--- src/sv/rcpm_pkg.sv ---
// ----------------------------------------------------------------------------
// rcpm_pkg
// Shared widths, defaults and register codes of the projection minimum locator.
// ----------------------------------------------------------------------------
package rcpm_pkg;

  // Field and register widths fixed by the interface
  localparam int CFG_W     = 9;
  localparam int CFG_IDX_W = 1;
  localparam int PIX_W     = 8;
  localparam int IDX_W     = 8;
  localparam int SUM_W     = 16;
  localparam int BEST_W    = SUM_W + 1;
  localparam int OUT_W     = 2 * IDX_W + 2 * SUM_W;

  // Parameter defaults
  localparam int DEF_MAX_WIDTH  = 256;
  localparam int DEF_MAX_HEIGHT = 256;
  localparam int DEF_PIXEL_BITS = 8;

  // Register reset values
  localparam logic [CFG_W-1:0] FRAME_WIDTH_RESET  = 9'd256;
  localparam logic [CFG_W-1:0] FRAME_HEIGHT_RESET = 9'd256;

  // Saturation ceiling and "no candidate yet" marker
  localparam logic [SUM_W-1:0]  SUM_MAX  = '1;
  localparam logic [BEST_W-1:0] NONE_YET = '1;

  // Register indexes
  typedef enum logic [CFG_IDX_W-1:0] {
    REG_FRAME_WIDTH  = 1'b0,
    REG_FRAME_HEIGHT = 1'b1
  } reg_idx_t;

  // One result transaction, first field in the highest bits
  typedef struct packed {
    logic [SUM_W-1:0] min_row_sum;
    logic [SUM_W-1:0] min_col_sum;
    logic [IDX_W-1:0] center_row;
    logic [IDX_W-1:0] center_col;
  } result_t;

endpackage

--- src/sv/row_column_projection_minimum.sv ---
// ----------------------------------------------------------------------------
// row_column_projection_minimum
// Locates the darkest row and column of a gray frame from its projections.
// ----------------------------------------------------------------------------
//  Channel   Direction  Transaction
//  s_axis    in         one pixel, raster order
//  m_axis    out        one result after the last pixel of each frame
//  cfg       in         register write, no handshake
//
//  One pixel per clock while no result is blocked; an accepted pixel is held
//  in the work stage, and the result is registered when the last one retires.
//  The per-column read-modify-write of the column-sum RAM sets that rate.
//  s_axis_tready drops only while a finished result waits at m_axis and the
//  next pixel to retire would make another one.
//  Reset clears control state; the column-sum RAM needs no clearing pass.
//  Any register write restarts the frame.
// ----------------------------------------------------------------------------
module row_column_projection_minimum
  import rcpm_pkg::*;
#(
  parameter int MAX_WIDTH  = DEF_MAX_WIDTH,
  parameter int MAX_HEIGHT = DEF_MAX_HEIGHT,
  parameter int PIXEL_BITS = DEF_PIXEL_BITS
) (
  input  logic                 clk,
  input  logic                 rst,
  // Pixel stream
  input  logic                 s_axis_tvalid,
  output logic                 s_axis_tready,
  input  logic [PIX_W-1:0]     s_axis_tdata,   // [7:0] pixel
  // Result stream
  output logic                 m_axis_tvalid,
  input  logic                 m_axis_tready,
  output logic [OUT_W-1:0]     m_axis_tdata,   // [7:0] center_col, [15:8] center_row,
                                               // [31:16] min_col_sum, [47:32] min_row_sum
  // Configuration writes
  input  logic                 cfg_we,
  input  logic [CFG_IDX_W-1:0] cfg_index,
  input  logic [CFG_W-1:0]     cfg_data
);

  localparam int CPOS_W = $clog2(MAX_WIDTH);
  localparam int RPOS_W = $clog2(MAX_HEIGHT);
  localparam int CW_W   = (CFG_W > CPOS_W + 1) ? CFG_W : CPOS_W + 1;
  localparam int CH_W   = (CFG_W > RPOS_W + 1) ? CFG_W : RPOS_W + 1;
  localparam logic [PIX_W-1:0] PIX_MASK =
    (PIXEL_BITS >= PIX_W) ? '1 : PIX_W'((1 << PIXEL_BITS) - 1);

  function automatic logic [SUM_W-1:0] sat_add(input logic [SUM_W-1:0] a,
                                               input logic [PIX_W-1:0] b);
    logic [SUM_W:0] s;
    s = {1'b0, a} + (SUM_W + 1)'(b);
    return s[SUM_W] ? SUM_MAX : s[SUM_W-1:0];
  endfunction

  // Configuration registers
  logic [CFG_W-1:0] frame_width;
  logic [CFG_W-1:0] frame_height;

  // Position counters
  logic [CPOS_W-1:0] col_pos;
  logic [RPOS_W-1:0] row_pos;

  // Work stage
  logic              s1_valid;
  logic [PIX_W-1:0]  s1_pixel;
  logic [CPOS_W-1:0] s1_col;
  logic [RPOS_W-1:0] s1_row;
  logic              s1_first_row;
  logic              s1_last_row;
  logic              s1_last_col;

  // Column-sum forwarding across a same-edge write and read
  logic              byp_hit;
  logic [SUM_W-1:0]  byp_data;
  logic [SUM_W-1:0]  ram_rdata;

  // Trackers
  logic [SUM_W-1:0]  row_acc;
  logic [BEST_W-1:0] best_row_sum;
  logic [IDX_W-1:0]  best_row_index;
  logic [BEST_W-1:0] best_col_sum;
  logic [IDX_W-1:0]  best_col_index;

  // Output register
  result_t           out_data;

  logic [CW_W-1:0]   w_eff;
  logic [CH_W-1:0]   h_eff;
  logic              col_last;
  logic              row_last;
  logic              accept;
  logic              s1_frame_end;
  logic              s1_fire;
  logic [SUM_W-1:0]  col_old;
  logic [SUM_W-1:0]  colval;
  logic [SUM_W-1:0]  row_new;
  logic [BEST_W-1:0] best_row_sum_next;
  logic [IDX_W-1:0]  best_row_index_next;
  logic [BEST_W-1:0] best_col_sum_next;
  logic [IDX_W-1:0]  best_col_index_next;

  // Clamp the frame dimensions into 1..MAX
  always_comb begin
    if (frame_width == '0) begin
      w_eff = CW_W'(1);
    end else if (CW_W'(frame_width) > CW_W'(MAX_WIDTH)) begin
      w_eff = CW_W'(MAX_WIDTH);
    end else begin
      w_eff = CW_W'(frame_width);
    end
    if (frame_height == '0) begin
      h_eff = CH_W'(1);
    end else if (CH_W'(frame_height) > CH_W'(MAX_HEIGHT)) begin
      h_eff = CH_W'(MAX_HEIGHT);
    end else begin
      h_eff = CH_W'(frame_height);
    end
  end

  assign col_last = (CW_W'(col_pos) == w_eff - CW_W'(1));
  assign row_last = (CH_W'(row_pos) == h_eff - CH_W'(1));

  // Handshake: stall only when a frame end meets a full output register
  assign s1_frame_end  = s1_last_col && s1_last_row;
  assign s1_fire       = s1_valid && (!s1_frame_end || !m_axis_tvalid || m_axis_tready);
  assign s_axis_tready = !s1_valid || s1_fire;
  assign accept        = s_axis_tvalid && s_axis_tready;

  // Column and row sums for the pixel in the work stage
  always_comb begin
    col_old = byp_hit ? byp_data : ram_rdata;
    colval  = s1_first_row ? SUM_W'(s1_pixel) : sat_add(col_old, s1_pixel);
    row_new = sat_add(row_acc, s1_pixel);

    best_col_sum_next   = best_col_sum;
    best_col_index_next = best_col_index;
    if (s1_last_row && ({1'b0, colval} < best_col_sum)) begin
      best_col_sum_next   = {1'b0, colval};
      best_col_index_next = IDX_W'(s1_col);
    end

    best_row_sum_next   = best_row_sum;
    best_row_index_next = best_row_index;
    if (s1_last_col && ({1'b0, row_new} <= best_row_sum)) begin
      best_row_sum_next   = {1'b0, row_new};
      best_row_index_next = IDX_W'(s1_row);
    end
  end

  rcpm_ram #(
    .WIDTH (SUM_W),
    .DEPTH (MAX_WIDTH)
  ) u_col_ram (
    .clk   (clk),
    .we    (s1_fire),
    .waddr (s1_col),
    .wdata (colval),
    .re    (accept),
    .raddr (col_pos),
    .rdata (ram_rdata)
  );

  // Capture the pixel and its position; forward a write that lands on the read
  always_ff @(posedge clk) begin
    if (accept) begin
      s1_pixel     <= s_axis_tdata & PIX_MASK;
      s1_col       <= col_pos;
      s1_row       <= row_pos;
      s1_first_row <= (row_pos == '0);
      s1_last_row  <= row_last;
      s1_last_col  <= col_last;
      byp_hit      <= s1_fire && (s1_col == col_pos);
      byp_data     <= colval;
    end
  end

  // Hold the result until the transaction completes
  always_ff @(posedge clk) begin
    if (s1_fire && s1_frame_end) begin
      out_data.center_col  <= best_col_index_next;
      out_data.center_row  <= best_row_index_next;
      out_data.min_col_sum <= best_col_sum_next[SUM_W-1:0];
      out_data.min_row_sum <= best_row_sum_next[SUM_W-1:0];
    end
  end

  assign m_axis_tdata = out_data;

  // Control state: registers, positions, trackers, valid flags
  always_ff @(posedge clk) begin
    if (rst) begin
      frame_width    <= FRAME_WIDTH_RESET;
      frame_height   <= FRAME_HEIGHT_RESET;
      col_pos        <= '0;
      row_pos        <= '0;
      s1_valid       <= 1'b0;
      m_axis_tvalid  <= 1'b0;
      row_acc        <= '0;
      best_row_sum   <= NONE_YET;
      best_row_index <= '0;
      best_col_sum   <= NONE_YET;
      best_col_index <= '0;
    end else begin
      // Advance the raster position
      if (accept) begin
        if (col_last) begin
          col_pos <= '0;
          row_pos <= row_last ? '0 : row_pos + RPOS_W'(1);
        end else begin
          col_pos <= col_pos + CPOS_W'(1);
        end
      end

      if (accept) begin
        s1_valid <= 1'b1;
      end else if (s1_fire) begin
        s1_valid <= 1'b0;
      end

      // Retire the work stage into the trackers
      if (s1_fire) begin
        if (s1_frame_end) begin
          row_acc        <= '0;
          best_row_sum   <= NONE_YET;
          best_row_index <= '0;
          best_col_sum   <= NONE_YET;
          best_col_index <= '0;
        end else begin
          row_acc        <= s1_last_col ? '0 : row_new;
          best_row_sum   <= best_row_sum_next;
          best_row_index <= best_row_index_next;
          best_col_sum   <= best_col_sum_next;
          best_col_index <= best_col_index_next;
        end
      end

      if (s1_fire && s1_frame_end) begin
        m_axis_tvalid <= 1'b1;
      end else if (m_axis_tready) begin
        m_axis_tvalid <= 1'b0;
      end

      // Register write: store it and restart the frame
      if (cfg_we) begin
        case (cfg_index)
          REG_FRAME_WIDTH:  frame_width  <= cfg_data;
          REG_FRAME_HEIGHT: frame_height <= cfg_data;
          default: ;
        endcase
        col_pos        <= '0;
        row_pos        <= '0;
        row_acc        <= '0;
        best_row_sum   <= NONE_YET;
        best_row_index <= '0;
        best_col_sum   <= NONE_YET;
        best_col_index <= '0;
      end
    end
  end

endmodule

--- src/sv/rcpm_ram.sv ---
// ----------------------------------------------------------------------------
// rcpm_ram
// Simple dual-port RAM: one write port, one read port with registered data.
// ----------------------------------------------------------------------------
module rcpm_ram #(
  parameter int WIDTH = 16,
  parameter int DEPTH = 256
) (
  input  logic                     clk,
  input  logic                     we,
  input  logic [$clog2(DEPTH)-1:0] waddr,
  input  logic [WIDTH-1:0]         wdata,
  input  logic                     re,
  input  logic [$clog2(DEPTH)-1:0] raddr,
  output logic [WIDTH-1:0]         rdata
);

  logic [WIDTH-1:0] mem [DEPTH];

  // Write, and read old contents on an address collision
  always_ff @(posedge clk) begin
    if (we) begin
      mem[waddr] <= wdata;
    end
    if (re) begin
      rdata <= mem[raddr];
    end
  end

endmodule

--- config.mk ---
export PLATFORM = sky130hd
export DESIGN_NAME = row_column_projection_minimum
export DESIGN_NICKNAME = d
export VERILOG_FILES = /design/src/sv/rcpm_pkg.sv /design/src/sv/row_column_projection_minimum.sv /design/src/sv/rcpm_ram.sv
export SDC_FILE = /design/constraint.sdc
export NUM_CORES = 2
export LEC_CHECK = 0
export BUFFER_PORTS_ARGS = -buffer_cell sky130_fd_sc_hd__buf_2
export CORE_MARGIN = 2
export CORE_UTILIZATION = 48
export DETAILED_ROUTE_END_ITERATION = 7
export SLEW_MARGIN = 40
export SYNTH_ARGS = -nofsm -noshare
export SYNTH_HDL_FRONTEND = slang
export SYNTH_SLANG_ARGS = --single-unit
--- constraint.sdc ---
create_clock -name clk -period 29.5 [get_ports clk]
set_input_delay 0 -clock clk [delete_from_list [all_inputs] [get_ports clk]]
set_output_delay 0 -clock clk [all_outputs]
set_load 0.05 [all_outputs]
==> flow_summary.yaml <==
synth:
  synth_edf_count: 4204
  syn_inst: 7420
  async_reset_ff_frac: 0
  synth_top_cells_by_count: "4,204 x edfxtp_1, 1,229 x mux4_2, 341 x nor2_1"
  yosys_warnings: 0
  synth-seq-cells: 4306
  ys_types: 79
  yosysMostFrequentCell: "edfxtp_1"
  synth_flop_cell: "edfxtp_1"
  synth_top_area_cell: "edfxtp_1"
  avgSynthCellArea_sq_um: 22.55
  netlist_area_sq_um: 167400
  synth_top_area_frac: 0.7543
  synth_area_leaders: "edfxtp_1 75%, mux4_2 17%, dfxtp_1 1.2%"
  syn_nets: 7497
  ys_seq_area_frac: 0.7665
clock_tree:
  cts_max_path_buffers: 4
  numCtsBuffers: 437
  clock-root-buffer: "clkbuf_16"
  cts_tree: "built"
  cts_sinks: 4306
  clk-insertion-delay-late_ps: 1010
  cts_resized: 0
  cts_max_level: 5
  post_cts_buffers: 0
  clk_pin_slew_ps: 60
final_layout:
  fin_nets: 8084
  fillers: 25810
  area_delta_synth_final_pct: 13.89
  finalInstanceArea_sq_um: 190600
  stdcell_count: 12960
  drive_above_1_share: 0.3172
job:
  max-cap-violations: 0
routing:
  routedWlPerCell_um: 34.84
  first_iter_violations: 11510
  vias: 82410
  dr.pass1.iters: 6
  finalWirelength_um: 451400
  detail-route-antenna-nets: 0
  routed_via_density: 6.361
  route.detailed.drc: 0
timing:
  hold_slack_ps: 53.42
  tightest_slew_ps: 927.1
  period_minus_slack_ps: 6799
  tns_ps: 0
  finalHoldViolations: 0
  relSlewSlack: 0.3722
  setup_viol: 0
  finalClockSkew_ps: 83.06
  min_period_over_period: 0.2305
  drv_slew: 0
  timing.fmax_mhz: 147.1
  rsz0062_at_grt: "false"
placement:
  post_dp_cell_area_sq_um: 175900
  post-place-cells: 12070
  dpl.hpwl_um: 258000
  io_buffers: 72
  gp_congestion: 0.8457
setup_path:
  r2r_start: "col_pos[0]"
  worstSetupPathType: "flop to flop"
  cp-start-kind: "flop"
  setup.worst_path.end_class: "flop"
  required_ps: 30210
  arrival_ps: 7500
  critPathLaunch: "col_pos[0]"
  path_max_fanout: 81
global_routing:
  grt_pass1_vias: 81940
  grtUsageTotal: 0.2534
  grt_pass1_wl_um: 632900
  grt_remaining_overflow: 0
  antenna_found_initial: 29
  grt_max_degree: 181
floorplanning:
  boundaryPins: 73
  fp.dieH_um: 594.5
  rows: 216
  dieArea_sq_um: 353400
  initial_core_util: 0.4830
  die_w_um: 594.5
  coreArea_sq_um: 346500
pwr:
  p_leak_nw: 60.02
  peakVddDrop_v: 0.00005837
  p_total_mw: 12.46
  power_density_nw_per_um2: 65.40
hold_path:
  min_path_type: "input pin to flop"
  hp-start: "s_axis_tvalid"
outcome:
  status: "complete, no violations"
-- where the power goes --
part | leakage [nW] | internal, mW | switching (mW) | total [mW]
Combinational | 13.0 | 0.150 | 0.231 | 0.381
Clock | 6.76 | 3.07 | 2.31 | 5.37
Sequential | 40.2 | 6.70 | 0.0130 | 6.71
-- final cells by class --
class | instances | area, sq um | area share
Antenna cell | 10 | 25.02 | 0.0001313
Clock buffer | 541 | 11470 | 0.06020
Clock inverter | 260 | 2306 | 0.01210
Inverter | 52 | 210.2 | 0.001103
Multi-Input combinational cell | 2647 | 37700 | 0.1978
Sequential cell | 4306 | 128300 | 0.6732
Tap cell | 4578 | 5728 | 0.03005
Timing Repair Buffer | 563 | 4846 | 0.02542
-- through the flow --
step / setup WS, ps / utilization
after floorplan: 12660 / -
after global placement: 22320 / 0.5055
after detailed placement: 22410 / 0.5076
after CTS: 22420 / 0.5492
after global routing: 22270 / 0.5501
final: 22700 / 0.5501
-- critical path, stage by stage (launching register included) --
cell	delay, ps
dfxtp_4	830
buf_12	340
buf_16	430
buf_12	550
buf_12	630
buf_6	550
mux4_2	580
mux4_2	540
a22oi_1	640
nand2_1	400
o21ai_1	560
o21bai_1	160
-- repair_timing --
item	in CTS	in global routing
endpoints found under the hold margin	104	0
hold buffers	62	0
setup endpoints to repair	0	0
-- layout by cell type, fill, tap and decap left out, types with 48 or more instances in the layout --
master and count:
edfxtp_1 4204, mux4_2 1229, nor2_2 132, clkinv_1 107, clkbuf_16 443, mux2_2 59
mux2i_1 96, nand2_1 133, clkinv_2 86, a21oi_1 82, inv_1 48, buf_4 348
a22oi_1 61, dfxtp_1 95, buf_2 73, clkbuf_1 96, nor2_1 182, dlygate4sd3_1 62
ha_1 52
-- layer usage --
metal,GRT usage,vias to the layer above,wire length [um]
met1,0.3616,44910,180300
met5,0,-,138
met4,0.08354,8,16110
li1,-,32720,-
met2,0.3980,4081,213600
met3,0.04718,692,41350
-- kinds of logic (layout without fill, tap and decap cells) --
group / count (synthesis) / in the layout / synth area share
mux: 1385 / 1385 / 0.1752
compound gates: 459 / 459 / 0.01921
fa+ha+maj: 54 / 54 / 0.004127
xor+xnor: 40 / 40 / 0.002093
simple gates: 709 / 709 / 0.01903
flops: 4306 / 4306 / 0.7665
other cells: 0 / 10 / 0
buf+inv: 467 / 1416 / 0.01385
-- path summary, 6_finish.rpt --
| check | depth (start not counted) | slack [ps] | endpoint |
|---|---|---|---|
| worst min-delay path | 5 | 50 | col_pos[1] |
| worst max register to register | 11 | 22700 | u_col_ram.rdata[7] |
| worst min register to register | 2 | 450 | best_row_sum[16] |
| worst max-delay path | 11 | 22700 | u_col_ram.rdata[7] |
-- state kept, by name, indices dropped and copies added, names as in the netlist, 9 cells and up --
| name | cells |
|---|---|
| best_col_sum | 17 |
| best_row_sum | 17 |
| byp_data | 16 |
| frame_height | 9 |
| frame_width | 9 |
| m_axis_tdata | 48 |
| row_acc | 16 |
| u_col_ram.mem | 4096 |
| u_col_ram.rdata | 16 |
Note: power is estimated with default switching activity, not from simulation.
